===== src/rtl/bbtti_pkg.sv =====
package bbtti_pkg;

   // result width and the time cap in whole seconds
   localparam int RES_WIDTH   = 24;
   localparam int CAP_SECONDS = 1000;
   localparam int NUM_AXES    = 3;

   // register map of the configuration port
   localparam int CSR_IDX_WIDTH = 3;
   localparam logic [CSR_IDX_WIDTH-1:0] REG_NORTH_LOW  = 3'd0;
   localparam logic [CSR_IDX_WIDTH-1:0] REG_NORTH_HIGH = 3'd1;
   localparam logic [CSR_IDX_WIDTH-1:0] REG_EAST_LOW   = 3'd2;
   localparam logic [CSR_IDX_WIDTH-1:0] REG_EAST_HIGH  = 3'd3;
   localparam logic [CSR_IDX_WIDTH-1:0] REG_UP_LOW     = 3'd4;
   localparam logic [CSR_IDX_WIDTH-1:0] REG_UP_HIGH    = 3'd5;

   // how one axis contributes to the minimum
   typedef enum logic [1:0] {
      CAND_NONE,
      CAND_DIRECT,
      CAND_QUOT
   } cand_type;

   typedef struct packed {
      cand_type kind;
      logic     neg;
   } lane_ctl_type;

   typedef struct packed {
      logic                        valid;
      lane_ctl_type [NUM_AXES-1:0] lane;
   } pipe_ctl_type;

endpackage


===== src/rtl/bbtti_cell.sv =====
module bbtti_cell
   import bbtti_pkg::*;
#(
   parameter int VEL_WIDTH = 16,
   parameter int NW        = 32,
   parameter int QW        = 32
) (
   input  logic                               clock,
   input  logic                               reset,
   input  pipe_ctl_type                       ctl_i,
   input  logic [NUM_AXES-1:0][VEL_WIDTH-1:0] rem_i,
   input  logic [NUM_AXES-1:0][VEL_WIDTH-1:0] den_i,
   input  logic [NUM_AXES-1:0][QW-1:0]        dq_i,
   output pipe_ctl_type                       ctl_o,
   output logic [NUM_AXES-1:0][VEL_WIDTH-1:0] rem_o,
   output logic [NUM_AXES-1:0][VEL_WIDTH-1:0] den_o,
   output logic [NUM_AXES-1:0][QW-1:0]        dq_o
);

   localparam int V = VEL_WIDTH;

   pipe_ctl_type                  ctl_ff;
   logic [NUM_AXES-1:0][V-1:0]    rem_ff, rem_in, den_ff;
   logic [NUM_AXES-1:0][QW-1:0]   dq_ff, dq_in;

   // one restoring step: dividend bit in at the top, quotient bit in at the bottom
   for (genvar a = 0; a < NUM_AXES; a++) begin : g_lane
      logic [V:0] t;
      logic       fits;

      always_comb begin
         t      = {rem_i[a], dq_i[a][NW-1]};
         fits   = t >= {1'b0, den_i[a]};
         rem_in[a] = fits ? V'(t - {1'b0, den_i[a]}) : t[V-1:0];
         dq_in[a]  = dq_i[a];
         if (ctl_i.lane[a].kind == CAND_QUOT) begin
            dq_in[a][NW-1:0] = {dq_i[a][NW-2:0], fits};
         end
      end
   end

   always_ff @(posedge clock) begin
      if (reset) begin
         ctl_ff.valid <= 1'b0;
      end else begin
         ctl_ff.valid <= ctl_i.valid;
      end
      ctl_ff.lane <= ctl_i.lane;
      rem_ff      <= rem_in;
      den_ff      <= den_i;
      dq_ff       <= dq_in;
   end

   assign ctl_o = ctl_ff;
   assign rem_o = rem_ff;
   assign den_o = den_ff;
   assign dq_o  = dq_ff;

endmodule


===== config.mk =====
export PLATFORM = sky130hd
export DESIGN_NAME = bbtti_cell
export DESIGN_NICKNAME = d
export VERILOG_FILES = /design/src/rtl/bbtti_pkg.sv /design/src/rtl/bbtti_cell.sv
export SDC_FILE = /design/constraint.sdc
export NUM_CORES = 1
export LEC_CHECK = 0
export BUFFER_PORTS_ARGS = -buffer_cell sky130_fd_sc_hd__buf_2
export CAP_MARGIN = 20
export CORE_AREA = 2 2 159 161
export CTS_CLUSTER_SIZE = 28
export DETAILED_ROUTE_END_ITERATION = 10
export DIE_AREA = 0 0 161 163
export PLACE_DENSITY = 0.61
export REMOVE_ABC_BUFFERS = 1
export SETUP_SLACK_MARGIN = 0.15
export SYNTH_ARGS = -nofsm -noshare
export SYNTH_HDL_FRONTEND = slang
export SYNTH_SLANG_ARGS = --single-unit

===== constraint.sdc =====
create_clock -name clock -period 3.7 [get_ports clock]
set_input_delay 0.37 -clock clock [delete_from_list [all_inputs] [get_ports clock]]
set_output_delay 0.37 -clock clock [all_outputs]
set_load 0.01 [all_outputs]

* Word level (Yosys, flattened, before mapping)
Index checks and enable logic that the tools add are counted.
** Cells by class
- Add/subtract/negate cells :: 3
- Eq/ne operators :: 3
- $lt $le $gt $ge :: 3
- Mux-type cells :: 6
** Operator list (count)
- two-way mux 32 bit :: 3
- >= comparator 17 x 16 -> 1 bit :: 3
- two-way mux 16 bit :: 3
- subtractor 16 bit :: 3
- equality test 2 bit (second input constant) :: 3
** Word-level totals
- Word-level logic and storage cells :: 31
- Output and inout bits :: 202
- Bits in registers :: 202

* Logic depth before layout (Yosys ltp)
- Depth in word-level cells :: 2
- Mapped depth :: 12

* Worst setup path before layout
OpenSTA, ideal clock, no wires.
- Path kind :: input to register
- Start point :: input port den_i[33] (netlist name)
- End point :: register rem_ff, in the netlist rem_o[40]
- Path slack :: 747 ps
- Data arrival time :: 2832 ps
- Stages :: 11
- Required time :: 3579 ps
- Path through :: inv_1 ha_1 nor2b_4 o31a_1 o31ai_2 a21oi_2 a211o_1 o211a_1 a2111oi_4 buf_6 mux2_4
** RTL lines
- start: declaration :: line bbtti_cell.sv:12 : input logic [NUM_AXES-1:0][VEL_WIDTH-1:0] den_i,
- end signal: assignment :: line bbtti_cell.sv:49 : rem_ff <= rem_in;
- end: declaration :: line bbtti_cell.sv:23 : logic [NUM_AXES-1:0][V-1:0] rem_ff, rem_in, den_ff;

==> metrics.txt <==
# placed instances=1455; CTS Sinks=202; Tmin final=3.30 ns; crit-path max FO=25; Gate Count Post-Synth=737; Slew Limit Headroom=0.613; clock buffer depth=3; multi-input logic area=3750 um2; part of the power in the clock network=0.379; Resized cells post-CTS=0; GRT Util Overall=0.176; # Max-Cap Violations=0; placer congestion estimate=0.847; largest net degree at the start of global routing=35; CTS buffer count=22; cts hold-fix bufs=58; CTS tree=built; IO buf count=405; most frequent cells in the layout=buf_2 (405), dfxtp_1 (202), mux2_2 (102); FP Rows=58; vias in the first global route=6892; via/cell ratio=4.51; wire length per cell=16.0 um; switching power=1.56 mW; Fillers=2372; Total Die Area=26200 um2; share of layout cells above drive strength 1=0.472; RSZ-0062 raised after global routing=false; Final Cycle Share=0.891; post-synthesis register bit count=202; Worst Slack Setup Final=0.404 ns; Total Wirelength=24800 um; ys flop type=dfxtp_1; critical path endpoint category=flip-flop; crit path launch type=input pin; leakage power=5.77 nW; yosys warns=0; worst path cell trace=dlygate4sd3_1 -> buf_2 -> inv_1 -> ha_1 -> nor2b_1 -> o31a_1 -> o31ai_1 -> or4b_1 -> a31o_2 -> o31ai_4 -> buf_4 -> o21ai_0; combinational share of power=0.205; dpl ws=0.452 ns; I/O pins=406; synthesized area=8070 um2; Synth cell types=55; core region area=24700 um2; htree depth=1; Setup CP Type=in -> reg; Seq. cell area=4040 um2; status=finished clean; Max IR drop VDD=0.329 mV; TNS Setup=0 ns; post-synthesis sequential area ratio=0.501; Antenna Nets Post-Route=0; commonest non-fill, non-tap cell in the layout=buf_2; crit-path max cell delay=0.52 ns; DR DRC count=0; part of the power in registers=0.416; asr flop ratio synth=0; total number of vias=7016; first-pass GRT wire length=36600 um; Final setup viols=0; syn_area_per_cell=11.0 um2; initial antenna violation count=2; CP max stage cell=dlygate4sd3_1; initial DRC count=291; total grt overflow=0; CTS Root Cell=clkbuf_16; internal power=4.35 mW; height of the die=163 um; Final Slew Violations=0; power per cell area=500 nW/um2; WP buf/inv=4; CP required=4.08 ns; Post-synth EDFFs=0; Placed Area=10500 um2; FMAX=303 MHz; Worst path top cell family by delay=compound AO/OA/AOI/OAI gates; fin cells=1554; DRT Pass-1 Iters=4; Starting Density=0.327; Min Hold Slack=0.0733 ns; fin area=11800 um2; post-DP HPWL=19700 um; Worst EP arrival=3.68 ns; Hold Path Class=in -> reg; Hold Vio Cnt, Final=0; Worst-Margin Slew=0.573 ns; layout overhead on the synthesized area=46.6%; Post-CTS Repair Setup Buffers=0; CTS clk-pin slew, worst paths=0.06 ns; Net Sw Frac=0.264; Die W=161 um; NumNets Final=1463
-- layer usage --
layer / global-route usage / wire length, um
met2: 0.320 / 12500
met5: 0 / 0
met3: 0.0400 / 1670
met4: 0.0576 / 610
met1: 0.204 / 10100
-- flip-flops by register name (all words and copies together), names as in the netlist --
name and flops:
den_o 48, dq_o 96, rem_o 48, ctl_o 10
-- cell families (layout without fill, tap and decap cells) --
group / count (synthesis) / in the layout / share of synthesized area
multiplexers: 111 / 111 / 0.158
adder cells (fa/ha/maj): 51 / 51 / 0.0818
XOR/XNOR: 30 / 30 / 0.0325
other: 0 / 2 / 0
buffers and inverters: 78 / 563 / 0.0377
AND/OR/NAND/NOR: 125 / 125 / 0.0763
AO/OA/AOI/OAI: 140 / 140 / 0.113
flip-flops: 202 / 202 / 0.501
-- cell usage after synthesis, types with 2 or more instances --
cell type,number,share of area
buf_2,3,0.0019
or3_1,2,0.0015
a21oi_1,46,0.029
a21boi_0,3,0.0028
a21o_1,9,0.0084
mux2_2,102,0.14
mux2i_1,2,0.0025
a211o_1,2,0.0022
inv_1,57,0.027
clkbuf_1,15,0.0070
nand2b_1,6,0.0047
nor3_1,11,0.0068
o31ai_1,6,0.0056
buf_1,2,0.00093
o21a_1,8,0.0074
xnor2_1,16,0.017
mux2_4,7,0.013
nor2b_1,14,0.011
o31a_1,4,0.0043
nand2_1,35,0.016
xor2_1,14,0.015
or2_2,5,0.0039
dfxtp_1,202,0.50
o21ai_0,34,0.021
a31oi_1,3,0.0023
ha_1,48,0.074
o31ai_2,2,0.0031
a211oi_1,2,0.0019
nand4_1,5,0.0039
a21bo_2,2,0.0025
nor2_1,29,0.013
fa_1,3,0.0074
nand3_1,9,0.0056
o41ai_1,2,0.0022
a31o_2,5,0.0054
o211ai_1,2,0.0019
and2_1,2,0.0015
-- worst paths after layout --
kind,startpoint,endpoint,slack (ns),depth (start not counted)
worst max-delay path,den_i[17],rem_o[23],0.40,12
worst min-delay path,rem_i[26],rem_o[27],0.07,3
-- through the flow --
stage	power [mW]	utilization
after floorplan	3.16	-
after global placement	3.66	0.424
after detailed placement	3.68	0.424
after CTS	5.99	0.478
after global routing	6.20	0.479
final	5.92	0.480
-- cell type report --
cell class / instances / area share
Timing Repair Buffer: 468 / 0.225
Clock inverter: 6 / 0.00529
Multi-Input combinational cell: 457 / 0.317
Tap cell: 330 / 0.0349
Inverter: 57 / 0.0181
Antenna cell: 2 / 0.000423
Clock buffer: 32 / 0.0583
Sequential cell: 202 / 0.342
-- power groups by stage --
stage	Clock [mW]	Sequential, mW	Combinational (mW)
6_report	2.24	2.46	1.21
4_1_cts	2.31	2.46	1.22
5_1_grt	2.40	2.48	1.32
2_1_floorplan	0	2.63	0.533
3_3_place_gp	0	2.51	1.15
3_5_place_dp	0	2.51	1.17
Note: power is estimated with default switching activity, not from simulation.
