**config.mk**
```make
export PLATFORM = sky130hd
export DESIGN_NAME = bbtti_sel
export DESIGN_NICKNAME = d
export VERILOG_FILES = /design/src/rtl/bbtti_pkg.sv /design/src/rtl/bbtti_sel.sv
export SDC_FILE = /design/constraint.sdc
export NUM_CORES = 1
export LEC_CHECK = 0
export BUFFER_PORTS_ARGS = -buffer_cell sky130_fd_sc_hd__buf_2
export CAP_MARGIN = 20
export CORE_ASPECT_RATIO = 1.2
export CORE_MARGIN = 2
export CORE_UTILIZATION = 60
export CTS_BUF_LIST = sky130_fd_sc_hd__clkbuf_16
export CTS_CLUSTER_DIAMETER = 80
export CTS_CLUSTER_SIZE = 10
export DETAILED_ROUTE_END_ITERATION = 8
export PLACE_DENSITY_LB_ADDON = 0.08
export RECOVER_POWER = 50
export SLEW_MARGIN = 25
export SYNTH_ARGS = -nofsm -noshare
export SYNTH_HDL_FRONTEND = slang
export SYNTH_SLANG_ARGS = --single-unit
```
**constraint.sdc**
```tcl
create_clock -name clock -period 16.1 [get_ports clock]
set_input_delay 4.83 -clock clock [delete_from_list [all_inputs] [get_ports clock]]
set_output_delay 4.83 -clock clock [all_outputs]
set_load 0.1 [all_outputs]
```
**src/rtl/bbtti_pkg.sv**
```systemverilog
package bbtti_pkg;

   // result width and the time cap in whole seconds
   localparam int RES_WIDTH   = 24;
   localparam int CAP_SECONDS = 1000;
   localparam int NUM_AXES    = 3;

   // register map of the configuration port
   localparam int CSR_IDX_WIDTH = 3;
   localparam logic [CSR_IDX_WIDTH-1:0] REG_NORTH_LOW  = 3'd0;
   localparam logic [CSR_IDX_WIDTH-1:0] REG_NORTH_HIGH = 3'd1;
   localparam logic [CSR_IDX_WIDTH-1:0] REG_EAST_LOW   = 3'd2;
   localparam logic [CSR_IDX_WIDTH-1:0] REG_EAST_HIGH  = 3'd3;
   localparam logic [CSR_IDX_WIDTH-1:0] REG_UP_LOW     = 3'd4;
   localparam logic [CSR_IDX_WIDTH-1:0] REG_UP_HIGH    = 3'd5;

   // how one axis contributes to the minimum
   typedef enum logic [1:0] {
      CAND_NONE,
      CAND_DIRECT,
      CAND_QUOT
   } cand_type;

   typedef struct packed {
      cand_type kind;
      logic     neg;
   } lane_ctl_type;

   typedef struct packed {
      logic                        valid;
      lane_ctl_type [NUM_AXES-1:0] lane;
   } pipe_ctl_type;

endpackage

```
**src/rtl/bbtti_sel.sv**
```systemverilog
module bbtti_sel
   import bbtti_pkg::*;
#(
   parameter int FRAC_BITS = 8,
   parameter int NW        = 32,
   parameter int QW        = 32,
   parameter int DRW       = 26
) (
   input  logic                          clock,
   input  logic                          reset,
   input  pipe_ctl_type                  ctl_i,
   input  logic [NUM_AXES-1:0][QW-1:0]   dq_i,
   output logic                          valid_o,
   output logic [RES_WIDTH-1:0]          time_o,
   output logic                          clipped_o
);

   localparam int CW = (NW + 1 > DRW) ? NW + 1 : DRW;
   localparam logic signed [CW-1:0] CAP    = CW'(CAP_SECONDS) <<< FRAC_BITS;
   localparam logic signed [CW-1:0] LIM_LO = -(CW'(1) <<< (RES_WIDTH - 1));
   localparam logic signed [CW-1:0] LIM_HI = (CW'(1) <<< (RES_WIDTH - 1)) - CW'(1);

   logic                                 va_ff, vb_ff;
   logic signed [NUM_AXES-1:0][CW-1:0]   cand_ff, cand_in;
   logic [RES_WIDTH-1:0]                 time_ff, time_in;
   logic                                 clip_ff, clip_in;
   logic signed [CW-1:0]                 best;

   // signed candidate of each axis; an axis without one stands at the cap
   for (genvar a = 0; a < NUM_AXES; a++) begin : g_cand
      logic signed [CW-1:0] q;
      always_comb begin
         q = $signed(CW'(dq_i[a][NW-1:0]));
         unique case (ctl_i.lane[a].kind)
            CAND_QUOT:   cand_in[a] = ctl_i.lane[a].neg ? -q : q;
            CAND_DIRECT: cand_in[a] = CW'($signed(dq_i[a][DRW-1:0]));
            default:     cand_in[a] = CAP;
         endcase
      end
   end

   // minimum with the cap, then saturation to the result width
   always_comb begin
      best = CAP;
      for (int a = 0; a < NUM_AXES; a++) begin
         if ($signed(cand_ff[a]) < best) begin
            best = cand_ff[a];
         end
      end
      clip_in = 1'b0;
      priority if (best < LIM_LO) begin
         time_in = RES_WIDTH'(LIM_LO);
         clip_in = 1'b1;
      end else if (best > LIM_HI) begin
         time_in = RES_WIDTH'(LIM_HI);
      end else begin
         time_in = best[RES_WIDTH-1:0];
      end
   end

   always_ff @(posedge clock) begin
      if (reset) begin
         va_ff <= 1'b0;
         vb_ff <= 1'b0;
      end else begin
         va_ff <= ctl_i.valid;
         vb_ff <= va_ff;
      end
      cand_ff <= cand_in;
      time_ff <= time_in;
      clip_ff <= clip_in;
   end

   assign valid_o   = vb_ff;
   assign time_o    = time_ff;
   assign clipped_o = clip_ff;

endmodule

```
# --- Word level (Yosys, flattened, before mapping) ---
# Index checks and enable logic that the tools add are counted.
word_totals:
  regBits: 126
  in_bits: 108
  out_inout_bits: 26
  word_cells: 32
op_classes:
  add_sub_neg: 3
  n_lt_le_gt_ge: 5
  n_eq_ne: 6
  mux: 11
op_table:
  columns: ["cell", "n"]
  rows:
  - ["33-bit 2-to-1 mux", 6]
  - ["33-bit case mux with 2 select lines", 3]
  - ["32-bit negator with 33-bit output", 3]
  - ["33-bit < comparator", 2]
  - ["33-bit by 24-bit > comparator with 1-bit output (second input constant)", 1]
  - ["33-bit by 19-bit < comparator with 1-bit output (second input constant)", 1]
  - ["33-bit by 24-bit < comparator with 1-bit output (second input constant)", 1]
  - ["24-bit 2-to-1 mux", 1]
  - ["2-bit by 1-bit equality test with 1-bit output (second input constant)", 3]
  - ["2-bit equality test (second input constant)", 3]
  - ["1-bit 2-to-1 mux", 1]

# --- Longest topological paths before layout ---
logic_depth:
  word_depth: 8
  ltp_mapped: 32
  mapped_depth_nobuf: 24

# --- Worst setup path after synthesis ---
# OpenSTA, ideal clock, no wires.
synth_path:
  path_type: "input port to flip-flop"
  from: "input port dq_i[73] (netlist name)"
  to: "register cand_ff[97] (netlist name)"
  setup_time_ns: 0.125
  arrival_ns: 6.803
  required_time_ns: 15.975
  path_slack_ns: 9.172
  cell_stages: 9
  n_path_buf: 1
  cell_sequence: "or4_4 > or3_4 > or3_1 > buf_6 > nor2b_1 > nand2_1 > o41ai_2 > xor2_1 > o21ai_0"
synth_rtl:
  columns: ["element", "line", "source"]
  rows:
  - ["from (decl)", "bbtti_sel.sv:12", "input logic [NUM_AXES-1:0][QW-1:0] dq_i,"]
  - ["to (signal assigned)", "bbtti_sel.sv:69", "cand_ff <= cand_in;"]
  - ["to (decl)", "bbtti_sel.sv:24", "logic signed [NUM_AXES-1:0][CW-1:0] cand_ff, cand_in;"]

# --- Worst setup path in the final report ---
layout_path:
  from: "register cand_ff[31] (netlist name)"
  to: "register clip_ff (netlist: clipped_o)"
layout_via:
  elab_chain_cells: 8
layout_lines:
  columns: ["element", "line", "source"]
  rows:
  - ["33-bit by 19-bit < comparator with 1-bit output", "bbtti_sel.sv:46", "if ($signed(cand_ff[a]) < best) begin"]
  - ["33-bit 2-to-1 mux *", "bbtti_sel.sv:46", null]
  - ["33-bit < comparator", "bbtti_sel.sv:46", null]
  - ["33-bit 2-to-1 mux *", "bbtti_sel.sv:46", null]
  - ["33-bit < comparator", "bbtti_sel.sv:46", null]
  - ["33-bit 2-to-1 mux *", "bbtti_sel.sv:46", null]
  - ["33-bit by 24-bit < comparator with 1-bit output *", "bbtti_sel.sv:51", "priority if (best < LIM_LO) begin"]
  - ["1-bit 2-to-1 mux *", "bbtti_sel.sv:51", null]
  - ["net clip_in", "bbtti_sel.sv:26", "logic clip_ff, clip_in;"]
  - ["to (signal assigned)", "bbtti_sel.sv:71", "clip_ff <= clip_in;"]
  - ["to (decl)", "bbtti_sel.sv:26", null]
# Mark *: on every way through the listed nets, which the timed path passes. The rest lies on a longest branch.
# A chain may end at the register's enable or synchronous reset.

==> flow_metrics.tcl <==
set metrics [dict create \
    status "complete, but fails checks" \
    failed_checks "capacitance limit, slew limit" \
    rsz0062_at_grt "false" \
    p_sw_mw 0.649 \
    yosysUniqueCellTypes 66 \
    whs_ns 0.446 \
    fin_setup_tns_ns 0 \
    n_antenna_cell 0 \
    yosysMostFrequentCell "nor2_1" \
    irDropWorstVdd_uv 106 \
    critPathArrivalTime_ns 8.20 \
    synth_top_area_frac 0.280 \
    ctsRootBufferMaster "clkbuf_16" \
    synth_compound_area_frac 0.265 \
    final_layout_size_suffix_gt1_frac 0.141 \
    synth_warnings 0 \
    ys_seq_area_frac 0.280 \
    setup_slack_ns 8.22 \
    hpwlAfterDp_mm 19.0 \
    ios 134 \
    wirelength_mm 25.5 \
    p_per_area_mw_per_mm2 139 \
    syn_to_final_growth_pct 14.2 \
    netlist_instances 1162 \
    fp.dieH_um 138 \
    dpl-instance-area_sq_mm 0.00972 \
    relSlewSlack -0.105 \
    synthTopCellsByArea "dfxtp_1, ha_1, a21oi_1" \
    ys_ff_latch 126 \
    dp_slack_ns 8.40 \
    setup_viol 0 \
    power_mw 1.42 \
    finalNetCount 1432 \
    initial_core_util 0.606 \
    cts-buffers-inserted 17 \
    synth_xor_area_frac 0.0417 \
    internal-power_mw 0.775 \
    synthSimpleGateAreaFrac 0.232 \
    synth_fa_ha_area_frac 0.103 \
    crit_slowest_cell "ha_1" \
    synth_top_family_by_area "compound AO/OA/AOI/OAI gates" \
    holdPathStages 1 \
    tightest_slew_ns 1.66 \
    cts_setup_buffers 0 \
    cp.required_ns 16.42 \
    grt_pass1_wl_mm 40.5 \
    core_sq_mm 0.0148 \
    die_area_sq_mm 0.0160 \
    synth.avg_cell_area_sq_um 7.74 \
    fin_skew_ns 0.0103 \
    drt-initial-drc-count 718 \
    gp_congestion 0.978 \
    seq_power_share 0.276 \
    grt_max_degree 88 \
    leakage_nw 4.13 \
    cpPeakStageDelay_ns 0.70 \
    netlist_top_cells_count "nor2_1, dfxtp_1, a21oi_1" \
    synth_mux_area_frac 0.0334 \
    grt.total_usage 0.316 \
    first_global_vias 8141 \
    worstPathMaxFanout 87 \
    numClockSinks 126 \
    rows 49 \
    cap_violations 1 \
    pwr-share-clk 0.270 \
    drc 0 \
    synthesis.nets 1344 \
    sw_frac_of_total 0.456 \
    cts_tree "done" \
    synth_area_sq_mm 0.00899 \
    ctsHoldBuffers 0 \
    timing.fmax_mhz 127 \
    path_class "register to register" \
    io_buffers 133 \
    path_clk_slew_ns 0.06 \
    die_w_um 116 \
    viasPerCell 6.14 \
    vias 9006 \
    fin_util 0.692 \
    synth-edff-count 0 \
    fin_cells 1467 \
    cts_resized 0 \
    dp_cells 1435 \
    htreeDepth 4 \
    critPathLaunchType "register" \
    combinationalPowerShare 0.453 \
    cp-end-kind "register" \
    synth_ff_type "dfxtp_1" \
    timing.final.crit_share 0.490 \
    hold_class "register to register" \
    antenna_found_initial 0 \
    cts_max_path_buffers 2 \
    synth_top_area_cell "dfxtp_1" \
    clock_latency_ns 0.43 \
    synth-async-reset-ratio 0 \
    postLayoutCellArea_sq_mm 0.0103 \
    min_period_ns 7.88 \
    slew_viol_final 45 \
    grt_overflow 0 \
    reg2regPathDepth 26 \
    final_hold_viol_count 0 \
    wire_per_inst_um 17.4 \
    drtAntennaViolNets 0 \
    dr.pass1.iters 6 \
]
## final cells by class
cell class                 instances  area, sq um
multi-input combinational        933         6090
inverter                          29          109
timing repair buffer             143          697
clock buffer                      17          425
clock inverter                    15          169
sequential                       126         2520
fill                            1296         4570
tap                              204          255
## metal layers
metal / vias up / GRT usage / part of all wire
li1: 4442 / - / -
met1: 4056 / 0.419 / 0.44
met2: 428 / 0.496 / 0.45
met3: 80 / 0.0623 / 0.076
met4: 0 / 0.138 / 0.039
met5: - / 0 / 0
## final timing paths
check	startpoint	to	slack [ns]
worst max-delay path	cand_ff[31]	clipped_o	8.22
worst min-delay path	va_ff	valid_o	0.45
worst max register to register	cand_ff[31]	clipped_o	8.22
worst min register to register	va_ff	valid_o	0.45
## worst max-delay path, delay by kind of cell, from the launching register on
family | cells | cell delay, ns
flip-flops | 1 | 0.32
adder cells (fa/ha/maj) | 3 | 1.25
XOR/XNOR | 1 | 0.14
buffers and inverters | 3 | 1.64
AND/OR/NAND/NOR | 7 | 1.70
multiplexers | 1 | 0.40
AO/OA/AOI/OAI | 11 | 2.26
## registers in the layout, indices dropped and copies added (netlist names)
register / count
clipped_o: 1
time_o: 24
cand_ff: 99
valid_o: 1
va_ff: 1
## power groups by stage
stage                     clock [mW]  sequential [mW]  combinational [mW]
after global placement             0            0.398               0.640
after detailed placement           0            0.397               0.644
after floorplan                    0            0.614               0.291
after CTS                      0.386            0.391               0.647
final                          0.385            0.393               0.646
after global routing           0.401            0.397               0.683
## cells by family after synthesis
logic type | after synthesis
compound gates | 361
mux | 27
simple gates | 429
flops | 126
fa+ha+maj | 74
buf+inv | 103
xor+xnor | 42
## placed cells by master, fill, tap and decap left out, drive strengths merged, types with 10 or more instances in the layout
cell / n
o32ai: 23
a21boi: 11
dfxtp: 126
nor3b: 22
a22oi: 20
o221ai: 10
mux2: 24
nand2: 103
nand2b: 18
a21o: 29
nor2: 155
o21ai: 57
clkbuf: 50
nand4: 14
xnor2: 34
nand3: 20
inv: 32
or4: 11
nor3: 29
o31ai: 41
a21oi: 123
buf: 110
ha: 74
or3: 18
No activity file was read; power rests on OpenSTA's default activity.
