File: src/rtl/bbtti_pkg.sv
package bbtti_pkg;

   // result width and the time cap in whole seconds
   localparam int RES_WIDTH   = 24;
   localparam int CAP_SECONDS = 1000;
   localparam int NUM_AXES    = 3;

   // register map of the configuration port
   localparam int CSR_IDX_WIDTH = 3;
   localparam logic [CSR_IDX_WIDTH-1:0] REG_NORTH_LOW  = 3'd0;
   localparam logic [CSR_IDX_WIDTH-1:0] REG_NORTH_HIGH = 3'd1;
   localparam logic [CSR_IDX_WIDTH-1:0] REG_EAST_LOW   = 3'd2;
   localparam logic [CSR_IDX_WIDTH-1:0] REG_EAST_HIGH  = 3'd3;
   localparam logic [CSR_IDX_WIDTH-1:0] REG_UP_LOW     = 3'd4;
   localparam logic [CSR_IDX_WIDTH-1:0] REG_UP_HIGH    = 3'd5;

   // how one axis contributes to the minimum
   typedef enum logic [1:0] {
      CAND_NONE,
      CAND_DIRECT,
      CAND_QUOT
   } cand_type;

   typedef struct packed {
      cand_type kind;
      logic     neg;
   } lane_ctl_type;

   typedef struct packed {
      logic                        valid;
      lane_ctl_type [NUM_AXES-1:0] lane;
   } pipe_ctl_type;

endpackage

File: src/rtl/bbtti_prep.sv
module bbtti_prep
   import bbtti_pkg::*;
#(
   parameter int FRAC_BITS = 8,
   parameter int POS_WIDTH = 24,
   parameter int VEL_WIDTH = 16,
   parameter int QW        = 32
) (
   input  logic                                  clock,
   input  logic                                  reset,
   input  logic                                  take,
   input  logic [NUM_AXES-1:0][POS_WIDTH-1:0]    pos,
   input  logic [NUM_AXES-1:0][VEL_WIDTH-1:0]    vel,
   input  logic [NUM_AXES-1:0][POS_WIDTH-1:0]    lo,
   input  logic [NUM_AXES-1:0][POS_WIDTH-1:0]    hi,
   output pipe_ctl_type                          ctl_out,
   output logic [NUM_AXES-1:0][VEL_WIDTH-1:0]    rem_out,
   output logic [NUM_AXES-1:0][VEL_WIDTH-1:0]    den_out,
   output logic [NUM_AXES-1:0][QW-1:0]           dq_out
);

   localparam int P   = POS_WIDTH;
   localparam int V   = VEL_WIDTH;
   localparam int DRW = (P > V ? P : V) + 2;

   pipe_ctl_type                     ctl_ff, ctl_in;
   logic [NUM_AXES-1:0][V-1:0]       den_ff, den_in;
   logic [NUM_AXES-1:0][QW-1:0]      dq_ff, dq_in;

   // per axis: choose the case, set up dividend and divisor magnitudes
   for (genvar a = 0; a < NUM_AXES; a++) begin : g_axis
      logic signed [P:0]     dl, dh, num;
      logic signed [V:0]     vx, dn;
      logic signed [DRW-1:0] direct;
      logic [P:0]            num_abs;
      logic [V:0]            den_abs;
      logic                  le, ge, vneg, vzero;

      always_comb begin
         dl     = $signed({pos[a][P-1], pos[a]}) - $signed({lo[a][P-1], lo[a]});
         dh     = $signed({hi[a][P-1], hi[a]}) - $signed({pos[a][P-1], pos[a]});
         vx     = $signed({vel[a][V-1], vel[a]});
         le     = $signed(pos[a]) <= $signed(lo[a]);
         ge     = $signed(pos[a]) >= $signed(hi[a]);
         vneg   = vel[a][V-1];
         vzero  = (vel[a] == '0);
         num    = dl;
         dn     = vx;
         direct = DRW'(dl) + DRW'(vx);
         ctl_in.lane[a].kind = CAND_QUOT;
         if (le) begin
            if (vneg || vzero) begin
               ctl_in.lane[a].kind = CAND_DIRECT;
            end
         end else if (ge) begin
            num    = dh;
            direct = DRW'(dh) - DRW'(vx);
            if (!vneg) begin
               ctl_in.lane[a].kind = CAND_DIRECT;
            end
         end else if (vneg) begin
            dn = -vx;
         end else if (!vzero) begin
            num = dh;
         end else begin
            ctl_in.lane[a].kind = CAND_NONE;
         end
         ctl_in.lane[a].neg = num[P] ^ dn[V];
         num_abs   = num[P] ? -num : num;
         den_abs   = dn[V] ? -dn : dn;
         den_in[a] = den_abs[V-1:0];
         if (ctl_in.lane[a].kind == CAND_DIRECT) begin
            dq_in[a] = QW'(direct);
         end else begin
            dq_in[a] = QW'({num_abs[P-1:0], {FRAC_BITS{1'b0}}});
         end
      end
   end

   assign ctl_in.valid = take;

   // entry register of the chain
   always_ff @(posedge clock) begin
      if (reset) begin
         ctl_ff.valid <= 1'b0;
      end else begin
         ctl_ff.valid <= ctl_in.valid;
      end
      ctl_ff.lane <= ctl_in.lane;
      den_ff      <= den_in;
      dq_ff       <= dq_in;
   end

   assign ctl_out = ctl_ff;
   assign den_out = den_ff;
   assign dq_out  = dq_ff;
   assign rem_out = '0;

endmodule

File: config.mk
export PLATFORM = sky130hd
export DESIGN_NAME = bbtti_prep
export DESIGN_NICKNAME = d
export VERILOG_FILES = /design/src/rtl/bbtti_pkg.sv /design/src/rtl/bbtti_prep.sv
export SDC_FILE = /design/constraint.sdc
export NUM_CORES = 1
export LEC_CHECK = 0
export BUFFER_PORTS_ARGS = -buffer_cell sky130_fd_sc_hd__buf_2
export CAP_MARGIN = 30
export CORE_ASPECT_RATIO = 0.8
export CORE_UTILIZATION = 47
export DETAILED_ROUTE_END_ITERATION = 12
export PLACE_DENSITY = 0.77
export SYNTH_ARGS = -nofsm -noshare
export SYNTH_HDL_FRONTEND = slang
export SYNTH_SLANG_ARGS = --single-unit
File: constraint.sdc
create_clock -name clock -period 5.1 [get_ports clock]
set_input_delay 0.765 -clock clock [delete_from_list [all_inputs] [get_ports clock]]
set_output_delay 0.765 -clock clock [all_outputs]
set_load 0.1 [all_outputs]
; Word-level counts from Yosys, hierarchy flattened
; Index checks and enable logic that the tools add are counted.
[totals]
latchBits = 0
romBits = 0
mem_count = 0
word_cells = 109
register_bits = 154
out_inout_bits = 202
ram_bits = 0
[op_classes]
n_mul = 0
n_eq_ne = 3
n_reduce_logical = 6
mux = 54
n_bitwise = 3
n_addsub = 21
shifts = 0
div = 0
magnitude_cmp = 6
[ops]
columns = op, count
row1 = $mux W25, 12
row2 = $mux W26, 6
row3 = $mux W17, 9
row4 = $sub A24 B24 Y25, 6
row5 = $mux W32, 3
row6 = $add A25 B16 Y26, 3
row7 = $sub A25 B16 Y26, 3
row8 = $ge A24 B24 Y1, 3
row9 = $le A24 B24 Y1, 3
row10 = $mux W24, 3
row11 = $neg A24 Y24, 3
row12 = $neg A16 Y17, 3
row13 = $logic_not A16 Y1, 3
row14 = $mux W16, 3
row15 = $neg A16 Y16, 3
row16 = $mux W2, 18
row17 = $eq A2 B1 Y1 const B, 3
row18 = $logic_or A1 B1 Y1, 3
row19 = $xor A1 B1 Y1, 3

; Longest topological paths before layout
; Gate-level depths: netlist (run 1).
[depth]
ltp_word = 8
mapped_depth = 22

; Worst setup path before layout (run 1)
; OpenSTA, ideal clock, no wires.
[synth_path]
path_type = input -> register
startpoint = in pos[13] (netlist bit)
endpoint = reg dq_ff, in the netlist dq_out[30]
path_slack_ns = -0.354
required_time_ns = 4.956
arrival_time_ns = 5.310
stages = 21
path_cell_list = inv_1 > ha_1 > clkbuf_1 > nand4_1 > a2111oi_0 > a21oi_1 > and3_1 > o221ai_1 > clkbuf_1 > buf_1 > nand2_1 > o21ai_0 > ha_1 > nand2_1 > nor3_1 > nor4bb_1 > nand2_1 > o32a_1 > a2111oi_1 > mux2i_1 > o211ai_1
[synth_rtl]
columns = item, line_no
row1 = "start, declared", bbtti_prep.sv:12  ; input logic [NUM_AXES-1:0][POS_WIDTH-1:0] pos,
row2 = "end signal, assigned", bbtti_prep.sv:91  ; dq_ff <= dq_in;
row3 = "end, declared", bbtti_prep.sv:28  ; logic [NUM_AXES-1:0][QW-1:0] dq_ff, dq_in;

==> results of run 1 <==
[layout make-up]
type                    instances  area, µm²
diodes                          3       7.51
clock buffers                  19        453
clock inverters                13        131
fillers                      5053      22100
inverters                     301       1130
multi-input cells            3054      21500
flip-flops and latches        154       3080
well taps                     750        938
repair buffers                910       5810
[layer usage]
layer | up-vias | track usage, % | part of all wire, %
met3 | 247 | 7.93 | 12
met2 | 1799 | 51.8 | 41
met4 | 12 | 12.4 | 3.4
met1 | 14300 | 49.0 | 43
li1 | 14800 | - | -
met5 | - | 0 | 0.068
[what timing repair did]
action / 4_1_cts / 5_1_grt
resized for setup: 0 / 19
buffers inserted: 0 / 1
setup endpoints to repair: 0 / 33
[logic make-up after synthesis]
family | Yosys count
buf+inv | 452
xor+xnor | 332
simple gates | 1074
other cells | 1
compound gates | 1200
flops | 154
fa+ha+maj | 318
mux | 82
[where the power goes]
group	internal, mW	switching [mW]	leakage, nW
registers	1.61	0.147	1.29
logic	3.20	7.11	14.7
clock network	0.707	0.619	0.283
total	5.51	7.87	16.3
[layout by cell type, fill, tap and decap left out, types with 74 or more instances in the layout]
cell type	instances
a21o_1	132
a21oi_1	311
buf_2	420
buf_4	488
dfxtp_1	154
ha_1	306
inv_1	300
nand2_1	233
nand3_1	92
nor2_1	282
nor3_1	78
o21a_1	74
o21ai_0	224
xnor2_1	216
xor2_1	116
[final timing paths]
kind	endpoint	depth (start not counted)	slack [ns]	start
max	dq_out[30]	20	0.18	pos[13]
min	ctl_out[9]	2	0.44	reset
[state kept, by name, summed over array words and instances, names as in the netlist]
register,flops
ctl_out,10
dq_out,96
den_out,48
[per-stage QoR]
stage                     total power, mW  utilization [%]  instance area, µm²
after floorplan                      9.03                -               26400
after global placement               11.7             58.7               32400
after detailed placement             11.8             58.7               32400
after CTS                            13.2             59.8               33000
after global routing                 14.1             59.9               33100
final                                13.4             59.9               33100
==> results.md, run 1 <==
* 55200 µm² — core region area
* 0 — Residual DRC
* a21oi_1 — cell with the most instances after synthesis
* 11.1% — fraction of synthesized cell area in xor and xnor cells
* 96.5% — post-route fraction of the period consumed by the critical path
* 4129 — drt initial violations
* 39 — largest net degree at the start of global routing
* 156000 µm — first-pass GRT wire length
* 213 µm — height of the chip
* 3613 — synthesized netlist cell count
* 0 — residual antenna-violating net count after detailed routing
* 47.5% — initial cell density of the core
* 99 — distinct cell type count of the synthesized netlist
* 17 — TritonCTS buffer count
* 1.09 — RD Place Congestion
* 0 — number of synthesized flops with an enable pin
* 154 — Synth Register Bits
* 44.7% — headroom to the max-slew limit
* 7.25 µm² — synthesized area per cell
* 5023 — Total Nets Final
* buf_2, inv_1, ha_1, nand4_1, buf_4, nor3_1, a41oi_1, nand3_1, o221ai_2, o21ai_0, ha_1, nand2_1, nor3_1, nor4bb_1, nand2_1, o32a_1, a2111oi_1, buf_4, mux2i_1, o211ai_1 — Critical Path, Cell by Cell
* 266 µm — floorplan die width
* 5.47 ns — CP Data Required Time
* 30.5% — Synth Area in Compound Gates
* 469 — number of ports placed on the die boundary
* 0.444 ns — tightest hold margin
* 86800 µm — total half-perimeter wirelength after legalization and detailed placement
* 31200 — vias after detailed routing
* 0.180 ns — worst-case setup margin in the final layout
* 0.819 ns — transition time of the tightest slew-check pin
* -0.335 ns — Worst Setup Slack post-DPL
* 5.29 ns — Data arrival, critical path
* 0 — number of setup violations in the final report
* 0 — number of hold violations in the final report
* ha_1 — area leader, netlist
* compound AO/OA/AOI/OAI gates — cell family with the largest share of critical-path delay
* 8 — initial antenna violation count
* 203 MHz — upper clock frequency limit
* 26200 µm² — Post-Synthesis Cell Area
* ha_1 (15%), dfxtp_1 (12%), xnor2_1 (7.2%), a21oi_1 (6.0%), o21ai_0 (4.4%) — cell types occupying the most area after synthesis
* 5.99 — via density per instance
* 19.7 µm — routed length per placed instance
* 0 — number of violations of the max-capacitance limit
* 420 — # port buffers
* 0 — hold-fix buffers at CTS
* 14.6% — area fraction of the dominant cell type after synthesis
* 0% — share of async-settable or async-resettable flops after synthesis
* 7 — total iterations of the first detailed-routing run
* compound AO/OA/AOI/OAI gates — largest family of logic cells by synthesized area
* 0 — total global routing overflow
* 102000 µm — Post-Route WL
* 77 — standard-cell row count
* in2reg — CP Class
* 5204 — post-layout instance count excluding filler cells
* 4 — sum of buffers and inverters on the critical path
* 16.3 nW — reported leakage power
* yes — CTS tree
* clkbuf_16 — Clock Tree Root
* 0 — Final Slew Violations
* 56700 µm² — die area
* a2111oi_1 — slowest stage cell, crit path
* flop — nature of the critical path endpoint
* 0.43 ns — slowest cell delay on critical path
* 26.2% — Synth-to-Final Area Change
* 3.19% — multiplexer area fraction after synthesis
* 34.9% — Overall Global Routing Usage
* 28100 — vias in the first global route
* 23.0% — fraction of final layout cells with drive strength greater than 1
* 20.6% — area share of and/or/nand/nor cells after synthesis
* 15.5% — adder-cell area share of the yosys netlist
* 154 — number of sinks handled by clock tree synthesis
* dfxtp_1 — Synth Flop Type
* a21oi_1 (313), ha_1 (306), inv_1 (300), nor2_1 (282), nand2_1 (233) — ranking of synthesized cells by instance count
* 11.8% — proportion of synthesized chip area in sequential cells
* 0.07 ns — clk slew on worst S/H paths
* 4 — H-Tree Level Count
* true — setup repair after global routing missed its margin
* 3 — Max Fanout on Critical Path
* 5168 — cell total after placement
* 500 µV — VDD IR max
* 2 — buffer depth of the longest clock path
* 4.92 ns — final period demand of the worst path
* 405 nW/µm² — power density over the cells
* 0 ns — setup TNS
* in2reg — path category of the worst min-delay check
* 0 — Syn. warnings
* input port — startpoint types
* complete, no violations — status
(Power assumes the default switching activity.)
==> run 2, diff against run 1 <==
--- a/config.mk
+++ b/config.mk
@@ -7,10 +7,12 @@
 export LEC_CHECK = 0
 export BUFFER_PORTS_ARGS = -buffer_cell sky130_fd_sc_hd__buf_2
 export CAP_MARGIN = 30
+export CELL_PAD_IN_SITES_DETAIL_PLACEMENT = 1
+export CELL_PAD_IN_SITES_GLOBAL_PLACEMENT = 1
 export CORE_ASPECT_RATIO = 0.8
-export CORE_UTILIZATION = 47
+export CORE_UTILIZATION = 38
 export DETAILED_ROUTE_END_ITERATION = 12
-export PLACE_DENSITY = 0.77
+export PLACE_DENSITY = 0.84
 export SYNTH_ARGS = -nofsm -noshare
 export SYNTH_HDL_FRONTEND = slang
 export SYNTH_SLANG_ARGS = --single-unit
==> run 2 against run 1 <==
First-iteration DRC count is 40% lower. Critical path type unchanged. Power up 5.4%. Cell area is 3.9% higher. Critical endpoint is now dq_out[87].
==> results.md, run 2 (synthesized netlist as in run 1, its figures left out) <==
* 49 — largest net degree at the start of global routing
* 3 — Max Fanout on Critical Path
* 77.0% — portion of total power attributed to combinational logic
* 0.938 ns — transition time of the tightest slew-check pin
* 0 — number of setup violations in the final report
* -0.547 ns — Worst Setup Slack post-DPL
* xor2_1 — slowest stage cell, crit path
* 0.43 ns — slowest cell delay on critical path
* 5.49 ns — CP Data Required Time
* 411 nW/µm² — power density over the cells
* 33500 µm² — area of placed instances
* 199 MHz — upper clock frequency limit
* 5 — sum of buffers and inverters on the critical path
* 4 — H-Tree Level Count
* 2 — hold path cells
* 5.02 ns — final period demand of the worst path
* 188000 µm — first-pass GRT wire length
* 31.1% — Synth-to-Final Area Change
* 34.3% — Overall Global Routing Usage
* 2484 — drt initial violations
* 0 ns — setup TNS
* reset — hold wc startpoint
* 10.3% — proportion of power drawn by the clock network
* 296 µm — floorplan die width
* 96 — max FFs per register
* 0 — Final Slew Violations
* buf_2, inv_1, ha_1, inv_1, fa_1, a21o_1, a31oi_1, buf_4, o21ai_0, buf_4, a31oi_1, o21bai_1, xor2_1, ha_1, a21oi_1, o21ai_0, a21oi_1, o21ai_0, a41oi_1, a21oi_1, a221oi_1, xor2_1, nor2_1, a221o_1 — Critical Path, Cell by Cell
* 5457 — cell total after placement
* buf_4 (617), buf_2 (420), a21oi_1 (313) — top library cells by usage in the layout, fill and taps aside
* 67700 µm² — core region area
* in2reg — CP Class
* 34400 µm² — Non-Filler Cell Area, Final
* in2reg — path category of the worst min-delay check
* ctl_out[9] — terminating pin of the worst hold path
* 22.7 µm — routed length per placed instance
* buf_4 — most common library cell in the layout ignoring fill and taps
* 0 — hold-fix buffers at CTS
* 420 — # port buffers
* 0.412 ns — tightest hold margin
* 0 — number of violations of the max-capacitance limit
* 125000 µm — Post-Route WL
* 408 µV — VDD IR max
* input port — startpoint types
* 85 — standard-cell row count
* 5493 — post-layout instance count excluding filler cells
* 16.9 nW — reported leakage power
* 0 — residual antenna-violating net count after detailed routing
* 0 — total global routing overflow
* complete, no violations — status
* 12.7% — sequential power share
* yes — CTS tree
* 1.04 — RD Place Congestion
* 8.33 mW — switching power
* compound AO/OA/AOI/OAI gates — cell family with the largest share of critical-path delay
* 0.07 ns — clk slew on worst S/H paths
* clkbuf_16 — Clock Tree Root
* 237 µm — height of the chip
* flop — nature of the critical path endpoint
* 36.8% — headroom to the max-slew limit
* 0.0768 ns — worst-case setup margin in the final layout
* 98.5% — post-route fraction of the period consumed by the critical path
* 5.42 ns — Data arrival, critical path
* 6 — total iterations of the first detailed-routing run
* 38.7% — initial cell density of the core
* 25.4% — fraction of final layout cells with drive strength greater than 1
* 5150 — Total Nets Final
* 5.78 mW — internal power
* 5.97 — via density per instance
* 2 — buffer depth of the longest clock path
* 70000 µm² — die area
* 0 — number of hold violations in the final report
* 104000 µm — total half-perimeter wirelength after legalization and detailed placement
* 0 — Residual DRC
* 4 — initial antenna violation count
* 32700 — vias in the first global route
* 469 — number of ports placed on the die boundary
* 17 — TritonCTS buffer count
* 32800 — vias after detailed routing
* 59.1% — switching share of power
* 154 — number of sinks handled by clock tree synthesis
[run 2: cell type report]
class	instances	area [µm²]
fillers	8810	33400
multi-input cells	3054	21600
repair buffers	1037	6730
flip-flops and latches	154	3080
well taps	913	1140
inverters	301	1130
clock buffers	18	439
clock inverters	14	181
diodes	2	5.00
[run 2: how the worst max path moves through the flow]
stage	endpoint	from	depth (start not counted)	slack, ns
after floorplan	dq_out[30]	lo[12]	20	0.02
after global placement	dq_out[54]	pos[25]	22	-0.32
after detailed placement	dq_out[56]	pos[24]	23	-0.55
after CTS	dq_out[52]	pos[24]	23	0.05
after global routing	dq_out[54]	pos[25]	22	-0.02
final	dq_out[87]	pos[48]	24	0.08
[run 2: metal layers]
layer | share of wire [%] | track usage [%]
met3 | 7.9 | 5.92
met4 | 4.0 | 13.9
met5 | 0.034 | 0
met1 | 44 | 46.1
met2 | 44 | 54.0
[run 2: power groups by stage]
stage / Clock [mW] / Sequential, mW / Combinational, mW
6_report: 1.46 / 1.79 / 10.9
4_1_cts: 1.47 / 1.78 / 10.6
3_5_place_dp: 0 / 1.80 / 10.5
3_3_place_gp: 0 / 1.80 / 10.3
2_1_floorplan: 0 / 4.65 / 4.38
5_1_grt: 1.52 / 1.80 / 11.4
[run 2: repair_timing]
| action | 4_1_cts | 5_1_grt |
|---|---|---|
| buffers inserted | 0 | 2 |
| gates resized for setup | 1 | 39 |
| pin swaps | 0 | 8 |
| endpoints found under the setup margin | 3 | 35 |
[run 2: through the flow]
stage / total power, mW / util (%)
after global routing: 14.7 / 50.7
final: 14.1 / 50.7
after floorplan: 9.03 / -
after detailed placement: 12.3 / 49.5
after CTS: 13.9 / 50.4
after global placement: 12.1 / 49.5
